[src/hdl/avclps_pkg.sv]
// Shared types and constants for the AVC length-prefix to start-code unit.
`timescale 1ns / 1ps

package avclps_pkg;

   // Input word: one byte of the length-prefixed access unit.
   typedef struct packed {
      logic [7:0] data_byte;
      logic       unit_last;
      logic       container_sync;
   } req_word_type;

   // Output word: passed-on byte plus per-unit flags on the last byte.
   typedef struct packed {
      logic [7:0] out_byte;
      logic       out_last;
      logic       is_discardable;
      logic       is_sync_frame;
      logic       format_error;
   } rsp_word_type;

   // Where in a NAL the next byte falls.
   typedef enum logic [2:0] {
      ST_LENGTH  = 3'b001,
      ST_HEADER  = 3'b010,
      ST_PAYLOAD = 3'b100
   } phase_type;

   localparam logic [4:0] NAL_TYPE_MASK   = 5'h1f;
   localparam logic [4:0] NAL_TYPE_IDR    = 5'd5;
   localparam int         FORBIDDEN_BIT   = 7;
   localparam logic [7:0] START_CODE_LAST = 8'h01;
   localparam logic [7:0] START_CODE_ZERO = 8'h00;

endpackage

[src/hdl/avc_length_prefix_to_startcode_unit.sv]
// AVC length-prefix to start-code converter: one byte in, one byte out.
// Each accepted req word passes the input register, then the result register,
// and waits there while rsp_stall holds the result. Throughput: one byte per
// cycle unless rsp_stall holds the result; the NAL byte counter decrement and
// the prefix shift both finish in the single process stage.
// Reset (synchronous, active high) empties both stages, sets mode to replace,
// and returns to length byte zero at the start of a unit.
`timescale 1ns / 1ps

module avc_length_prefix_to_startcode_unit
   import avclps_pkg::*;
#(
   parameter int LENGTH_BYTES = 4
) (
   input  logic         clock,
   input  logic         reset,
   input  logic         req_valid,
   output logic         req_stall,
   input  req_word_type req_word,
   output logic         rsp_valid,
   input  logic         rsp_stall,
   output rsp_word_type rsp_word,
   input  logic         csr_write_enable,
   input  logic         csr_write_data
);

   localparam int CNT_W = 8 * LENGTH_BYTES;
   localparam int IDX_W = (LENGTH_BYTES > 1) ? $clog2(LENGTH_BYTES) : 1;
   localparam logic [IDX_W-1:0] IDX_LAST = IDX_W'(LENGTH_BYTES - 1);

   // Pipeline registers
   logic         in_valid_ff;
   req_word_type in_word_ff;
   logic         out_valid_ff;
   rsp_word_type out_word_ff;
   rsp_word_type out_word_in;

   // Parse state
   logic             mode_ff;
   phase_type        phase_ff,    phase_in;
   logic [IDX_W-1:0] idx_ff,      idx_in;
   logic [CNT_W-1:0] cnt_ff,      cnt_in;
   logic             discard_ff,  discard_in;
   logic             sync_ff,     sync_in;
   logic             error_ff,    error_in;
   logic             at_start_ff, at_start_in;

   logic in_move;
   logic out_load;
   logic in_load;

   // Result register frees when empty or when its word leaves.
   assign out_load  = !out_valid_ff || !rsp_stall;
   assign in_move   = in_valid_ff && out_load;
   assign in_load   = !in_valid_ff || out_load;
   assign req_stall = !in_load;
   assign rsp_valid = out_valid_ff;
   assign rsp_word  = out_word_ff;

   always_comb begin
      logic [7:0] b;
      logic       disc, sync, err;
      b           = in_word_ff.data_byte;
      disc        = at_start_ff ? 1'b1 : discard_ff;
      sync        = at_start_ff ? in_word_ff.container_sync : sync_ff;
      err         = at_start_ff ? 1'b0 : error_ff;
      phase_in    = phase_ff;
      idx_in      = idx_ff;
      cnt_in      = cnt_ff;
      out_word_in = '0;
      out_word_in.out_byte = b;
      out_word_in.out_last = in_word_ff.unit_last;

      unique case (phase_ff)
         ST_HEADER: begin
            if (b[FORBIDDEN_BIT]) err = 1'b1;
            if (b[6:5] != 2'b00) disc = 1'b0;
            if ((b[4:0] & NAL_TYPE_MASK) == NAL_TYPE_IDR) sync = 1'b1;
            cnt_in   = cnt_ff - CNT_W'(1);
            phase_in = (cnt_in == '0) ? ST_LENGTH : ST_PAYLOAD;
            idx_in   = '0;
         end
         ST_PAYLOAD: begin
            cnt_in = cnt_ff - CNT_W'(1);
            if (cnt_in == '0) begin
               phase_in = ST_LENGTH;
               idx_in   = '0;
            end
         end
         default: begin
            cnt_in = (idx_ff == '0) ? CNT_W'(b) : ((cnt_ff << 8) | CNT_W'(b));
            if (mode_ff)
               out_word_in.out_byte = (idx_ff == IDX_LAST) ? START_CODE_LAST
                                                           : START_CODE_ZERO;
            if (idx_ff == IDX_LAST) begin
               phase_in = (cnt_in == '0) ? ST_LENGTH : ST_HEADER;
               idx_in   = '0;
            end else begin
               phase_in = ST_LENGTH;
               idx_in   = idx_ff + IDX_W'(1);
            end
         end
      endcase

      at_start_in = 1'b0;
      if (in_word_ff.unit_last) begin
         // unit ended inside a prefix or a NAL
         if (!(phase_in == ST_LENGTH && idx_in == '0)) err = 1'b1;
         out_word_in.is_discardable = disc;
         out_word_in.is_sync_frame  = sync;
         out_word_in.format_error   = err;
         phase_in    = ST_LENGTH;
         idx_in      = '0;
         cnt_in      = '0;
         at_start_in = 1'b1;
      end
      discard_in = disc;
      sync_in    = sync;
      error_in   = err;
   end

   always_ff @(posedge clock) begin
      if (reset) begin
         in_valid_ff  <= 1'b0;
         out_valid_ff <= 1'b0;
         mode_ff      <= 1'b1;
         phase_ff     <= ST_LENGTH;
         idx_ff       <= '0;
         cnt_ff       <= '0;
         discard_ff   <= 1'b1;
         sync_ff      <= 1'b0;
         error_ff     <= 1'b0;
         at_start_ff  <= 1'b1;
      end else begin
         if (csr_write_enable) mode_ff <= csr_write_data;
         if (in_load) in_valid_ff <= req_valid;
         if (out_load) out_valid_ff <= in_valid_ff;
         if (in_move) begin
            phase_ff    <= phase_in;
            idx_ff      <= idx_in;
            cnt_ff      <= cnt_in;
            discard_ff  <= discard_in;
            sync_ff     <= sync_in;
            error_ff    <= error_in;
            at_start_ff <= at_start_in;
         end
      end
   end

   always_ff @(posedge clock) begin
      if (in_load && req_valid) in_word_ff <= req_word;
      if (in_move) out_word_ff <= out_word_in;
   end

`ifndef NO_ASSERTIONS
   a_flags_only_on_last: assert property (@(posedge clock) disable iff (reset)
      rsp_valid && !rsp_word.out_last |->
         !(rsp_word.is_discardable || rsp_word.is_sync_frame || rsp_word.format_error))
      else $error("unit flags set on a word that is not the last");

   a_last_restarts_unit: assert property (@(posedge clock) disable iff (reset)
      in_move && in_word_ff.unit_last |=>
         at_start_ff && phase_ff == ST_LENGTH && idx_ff == '0 && cnt_ff == '0)
      else $error("parser did not return to unit start after last byte");

   a_open_nal_has_count: assert property (@(posedge clock) disable iff (reset)
      phase_ff == ST_HEADER || phase_ff == ST_PAYLOAD |-> cnt_ff != '0)
      else $error("inside a NAL with a zero byte count");

   a_result_follows_input: assert property (@(posedge clock) disable iff (reset)
      in_move |=> rsp_valid)
      else $error("processed word did not reach the result register");
`endif

endmodule

[config.mk]
export PLATFORM = sky130hd
export DESIGN_NAME = avc_length_prefix_to_startcode_unit
export DESIGN_NICKNAME = d
export VERILOG_FILES = /design/src/hdl/avclps_pkg.sv /design/src/hdl/avc_length_prefix_to_startcode_unit.sv
export SDC_FILE = /design/constraint.sdc
export NUM_CORES = 1
export LEC_CHECK = 0
export BUFFER_PORTS_ARGS = -buffer_cell sky130_fd_sc_hd__buf_4
export CAP_MARGIN = 25
export CORE_UTILIZATION = 50
export CTS_BUF_LIST = sky130_fd_sc_hd__clkbuf_8 sky130_fd_sc_hd__clkbuf_16
export CTS_CLUSTER_DIAMETER = 150
export DETAILED_ROUTE_END_ITERATION = 10
export PLACE_DENSITY = 0.67
export SYNTH_ARGS = -nofsm -noshare
export SYNTH_HDL_FRONTEND = slang
export SYNTH_SLANG_ARGS = --single-unit
[constraint.sdc]
create_clock -name clock -period 8.42 [get_ports clock]
set_input_delay 1.684 -clock clock [delete_from_list [all_inputs] [get_ports clock]]
set_output_delay 1.684 -clock clock [all_outputs]
set_load 0.03 [all_outputs]
==> flow_metrics.tcl <==
set metrics [dict create \
    layout-area-overhead-vs-synth_pct 10.1 \
    min_path_type "reg -> reg" \
    synth_largest_type_area_fraction 0.228 \
    post_synth_main_area_contributors "sky130_fd_sc_hd__dfxtp_1, sky130_fd_sc_hd__edfxtp_1, sky130_fd_sc_hd__nand3b_1" \
    multi_input_comb_area_sq_um 2120 \
    synthSimpleGateAreaFrac 0.280 \
    dr_total_vias 3524 \
    drive_gt1_frac 0.123 \
    placement_rows 31 \
    finalCritPeriodShare 0.458 \
    async_reset_ff_frac 0 \
    coreArea_sq_um 7370 \
    first_global_vias 3163 \
    layout.filler_cells 705 \
    antenna_found_initial 0 \
    clockRootBuffer "sky130_fd_sc_hd__clkbuf_8" \
    synth-edff-count 22 \
    p_per_area_nw_per_um2 171 \
    cts_tree "yes" \
    cts-resized-gates 0 \
    slew_headroom 0.395 \
    mappedNetlistArea_sq_um 3860 \
    yosysSeqAreaShare 0.399 \
    cts_num_sinks 66 \
    synth_xor_xnor_area_share 0.0567 \
    worst-endpoint-required_ns 6.74 \
    status "completed" \
    cts_made_buffers 9 \
    netlist_instances 461 \
    synth_top_family_by_area "simple AND/OR/NAND/NOR gates" \
    drv.max_cap_violation_count 0 \
    hold-worst-slack_ns 0.512 \
    layout.area.seq_sq_um 1540 \
    gp_routability_congestion 0.889 \
    grt_max_degree 45 \
    synth.mux.area_fraction 0.00875 \
    cp.arrival_ns 2.17 \
    final_max_slew_viol_count 0 \
    worst-setup-path-type "in -> out" \
    yosysWarnings 0 \
    crit_slowest_cell "sky130_fd_sc_hd__and3_1" \
    h-tree-depth 3 \
    clock-skew-final_ns 0.0100 \
    track_usage 0.244 \
    power_leakage_uw 0.00151 \
    placement.io_buffers 29 \
    drc_violations 0 \
    critical_path.max_stage_delay_ns 0.20 \
    worst_pin_slew_ns 0.906 \
    path_cells "buf_4 > and3_1 > buf_4" \
    critical-path-top-cell-by-count "sky130_fd_sc_hd__buf_4" \
    post_cts.repair.setup_buffers 0 \
    syn-num-nets 481 \
    antennaDiodeCount 0 \
    vdd_ir_drop_max_v 0.000117 \
    timing.setup.tns_ns 0 \
    floorplan.die.height_microns 89.9 \
    net_total_in_the_final_layout 485 \
    drt-vias-per-instance 6.19 \
    critPathCaptureType "output port" \
    dieWidth_microns 89.9 \
    detail_route.iter0.violations 301 \
    timing.fmax_mhz 259 \
    initial_utilization 0.524 \
    drt_first_pass_iters 5 \
    synth-adder-area-share 0.0130 \
    synth_largest_area_cell "sky130_fd_sc_hd__dfxtp_1" \
    wl_microns 9570 \
    postSynthAreaPerCell_sq_um 8.38 \
    yosys_most_used_dff "sky130_fd_sc_hd__dfxtp_1" \
    wl_per_cell_microns 16.8 \
    place_hpwl_microns 6260 \
    num_io_pins 30 \
    route.antenna.remaining_nets 0 \
    finalSetupViolations 0 \
    finalHoldViolCount 0 \
    layout_common_cells "sky130_fd_sc_hd__nor2_1, sky130_fd_sc_hd__dfxtp_1, sky130_fd_sc_hd__o21ai_0, sky130_fd_sc_hd__nand2_1, sky130_fd_sc_hd__buf_4" \
    grt_overflow_total 0 \
    clk_pin_slew_worst_paths_ns 0.08 \
    regToRegSetupSlack_ns 4.98 \
    yosys_reg_bits 66 \
    synth.lib_cells_used.distinct 54 \
    clock_tree.buffer_depth 2 \
    clk-insertion-delay-late_ns 0.35 \
    rsz0062_at_grt "false" \
    hold_buffer_count_at_cts 0 \
    layout.cells.most_common "sky130_fd_sc_hd__nor2_1" \
    startpoint_type "input port" \
    grt_pass1_wl_microns 16000 \
    die-area_sq_um 8080 \
    period_minus_slack_ns 3.86 \
    fraction_of_the_mapped_netlist_area_in_compound_gates 0.190 \
    critical_path.max_fanout 3 \
]
-- path summary, 6_finish.rpt --
kind                               endpoint  startpoint  cells past startpoint
worst min-delay path                sync_ff     sync_ff                      2
worst max-delay path              req_stall   rsp_stall                      3
worst max register to register  rsp_word[0]   cnt_ff[0]                     10
worst min register to register      sync_ff     sync_ff                      2
-- sequential cells by signal (all words and copies together) (netlist names) --
name / count
in_word_ff: 10
discard_ff: 1
in_valid_ff: 1
at_start_ff: 1
idx_ff: 2
error_ff: 1
cnt_ff: 32
sync_ff: 1
rsp_valid: 1
rsp_word: 12
phase_ff: 3
mode_ff: 1
-- report_power, final --
group	switching, uW	internal, uW	total, uW	leakage [uW]
sequential	8.78	339	347	0.000567
combinational	64.4	44.9	109	0.000849
clock	133	136	269	0.0000966
total	206	520	726	0.00151
-- area by class of cell --
type	count	area share
clock buffer	9	0.0291
clock inverter	7	0.0168
inverter	8	0.00706
multi-input combinational	348	0.499
sequential	66	0.363
tap	99	0.0291
timing repair buffer	32	0.0565
-- synth_stat cells (3+ instances only) --
| cell | instances |
|---|---|
| sky130_fd_sc_hd__nor2_1 | 52 |
| sky130_fd_sc_hd__dfxtp_1 | 44 |
| sky130_fd_sc_hd__o21ai_0 | 37 |
| sky130_fd_sc_hd__nand2_1 | 35 |
| sky130_fd_sc_hd__clkbuf_1 | 32 |
| sky130_fd_sc_hd__nand3b_1 | 26 |
| sky130_fd_sc_hd__a21oi_1 | 25 |
| sky130_fd_sc_hd__edfxtp_1 | 22 |
| sky130_fd_sc_hd__nor3_1 | 22 |
| sky130_fd_sc_hd__a22oi_1 | 21 |
| sky130_fd_sc_hd__xnor2_1 | 19 |
| sky130_fd_sc_hd__nor4_1 | 13 |
| sky130_fd_sc_hd__and2_1 | 9 |
| sky130_fd_sc_hd__inv_1 | 8 |
| sky130_fd_sc_hd__or3_1 | 7 |
| sky130_fd_sc_hd__nand3_1 | 6 |
| sky130_fd_sc_hd__nor3b_1 | 6 |
| sky130_fd_sc_hd__xor2_1 | 6 |
| sky130_fd_sc_hd__a211oi_1 | 5 |
| sky130_fd_sc_hd__nand4_1 | 5 |
| sky130_fd_sc_hd__o31ai_1 | 5 |
| sky130_fd_sc_hd__ha_1 | 4 |
| sky130_fd_sc_hd__a31oi_1 | 3 |
| sky130_fd_sc_hd__buf_6 | 3 |
| sky130_fd_sc_hd__mux2_2 | 3 |
| sky130_fd_sc_hd__nor2b_1 | 3 |
| sky130_fd_sc_hd__nor4b_1 | 3 |
| sky130_fd_sc_hd__o211ai_1 | 3 |
-- logic make-up after synthesis --
family / after synthesis
and+or+nand+nor: 200
adders and majority gates: 4
muxes: 3
AOI/OAI and AO/OA: 116
xor gates and xnor gates: 25
DFF: 66
buffers and inverters: 47
-- worst max-delay path, delay by kind of cell --
family / cells / cell delay (ns)
buf+inv: 2 / 0.29
simple gates: 1 / 0.20
-- routing by layer --
metal	share of wire	global-route usage	wire length, microns	up-vias
li1	-	-	-	1684
met1	0.47	0.352	4460	1689
met2	0.46	0.366	4380	135
met3	0.064	0.0508	616	16
met4	0.012	0.0793	119	0
met5	0	0	0	-
-- metrics by stage --
| stage | area (sq um) | worst slack (ns) | total power (uW) | utilization | std cells |
|---|---|---|---|---|---|
| after floorplan | 3860 | 4.70 | 436 | - | 461 |
| after global placement | 4060 | 4.58 | 461 | 0.550 | 553 |
| after detailed placement | 4060 | 4.56 | 462 | 0.550 | 553 |
| after CTS | 4250 | 4.56 | 728 | 0.577 | 569 |
| after global routing | 4250 | 4.54 | 758 | 0.577 | 569 |
| final | 4250 | 4.56 | 726 | 0.577 | 569 |
No activity file was read; power rests on OpenSTA's default activity.
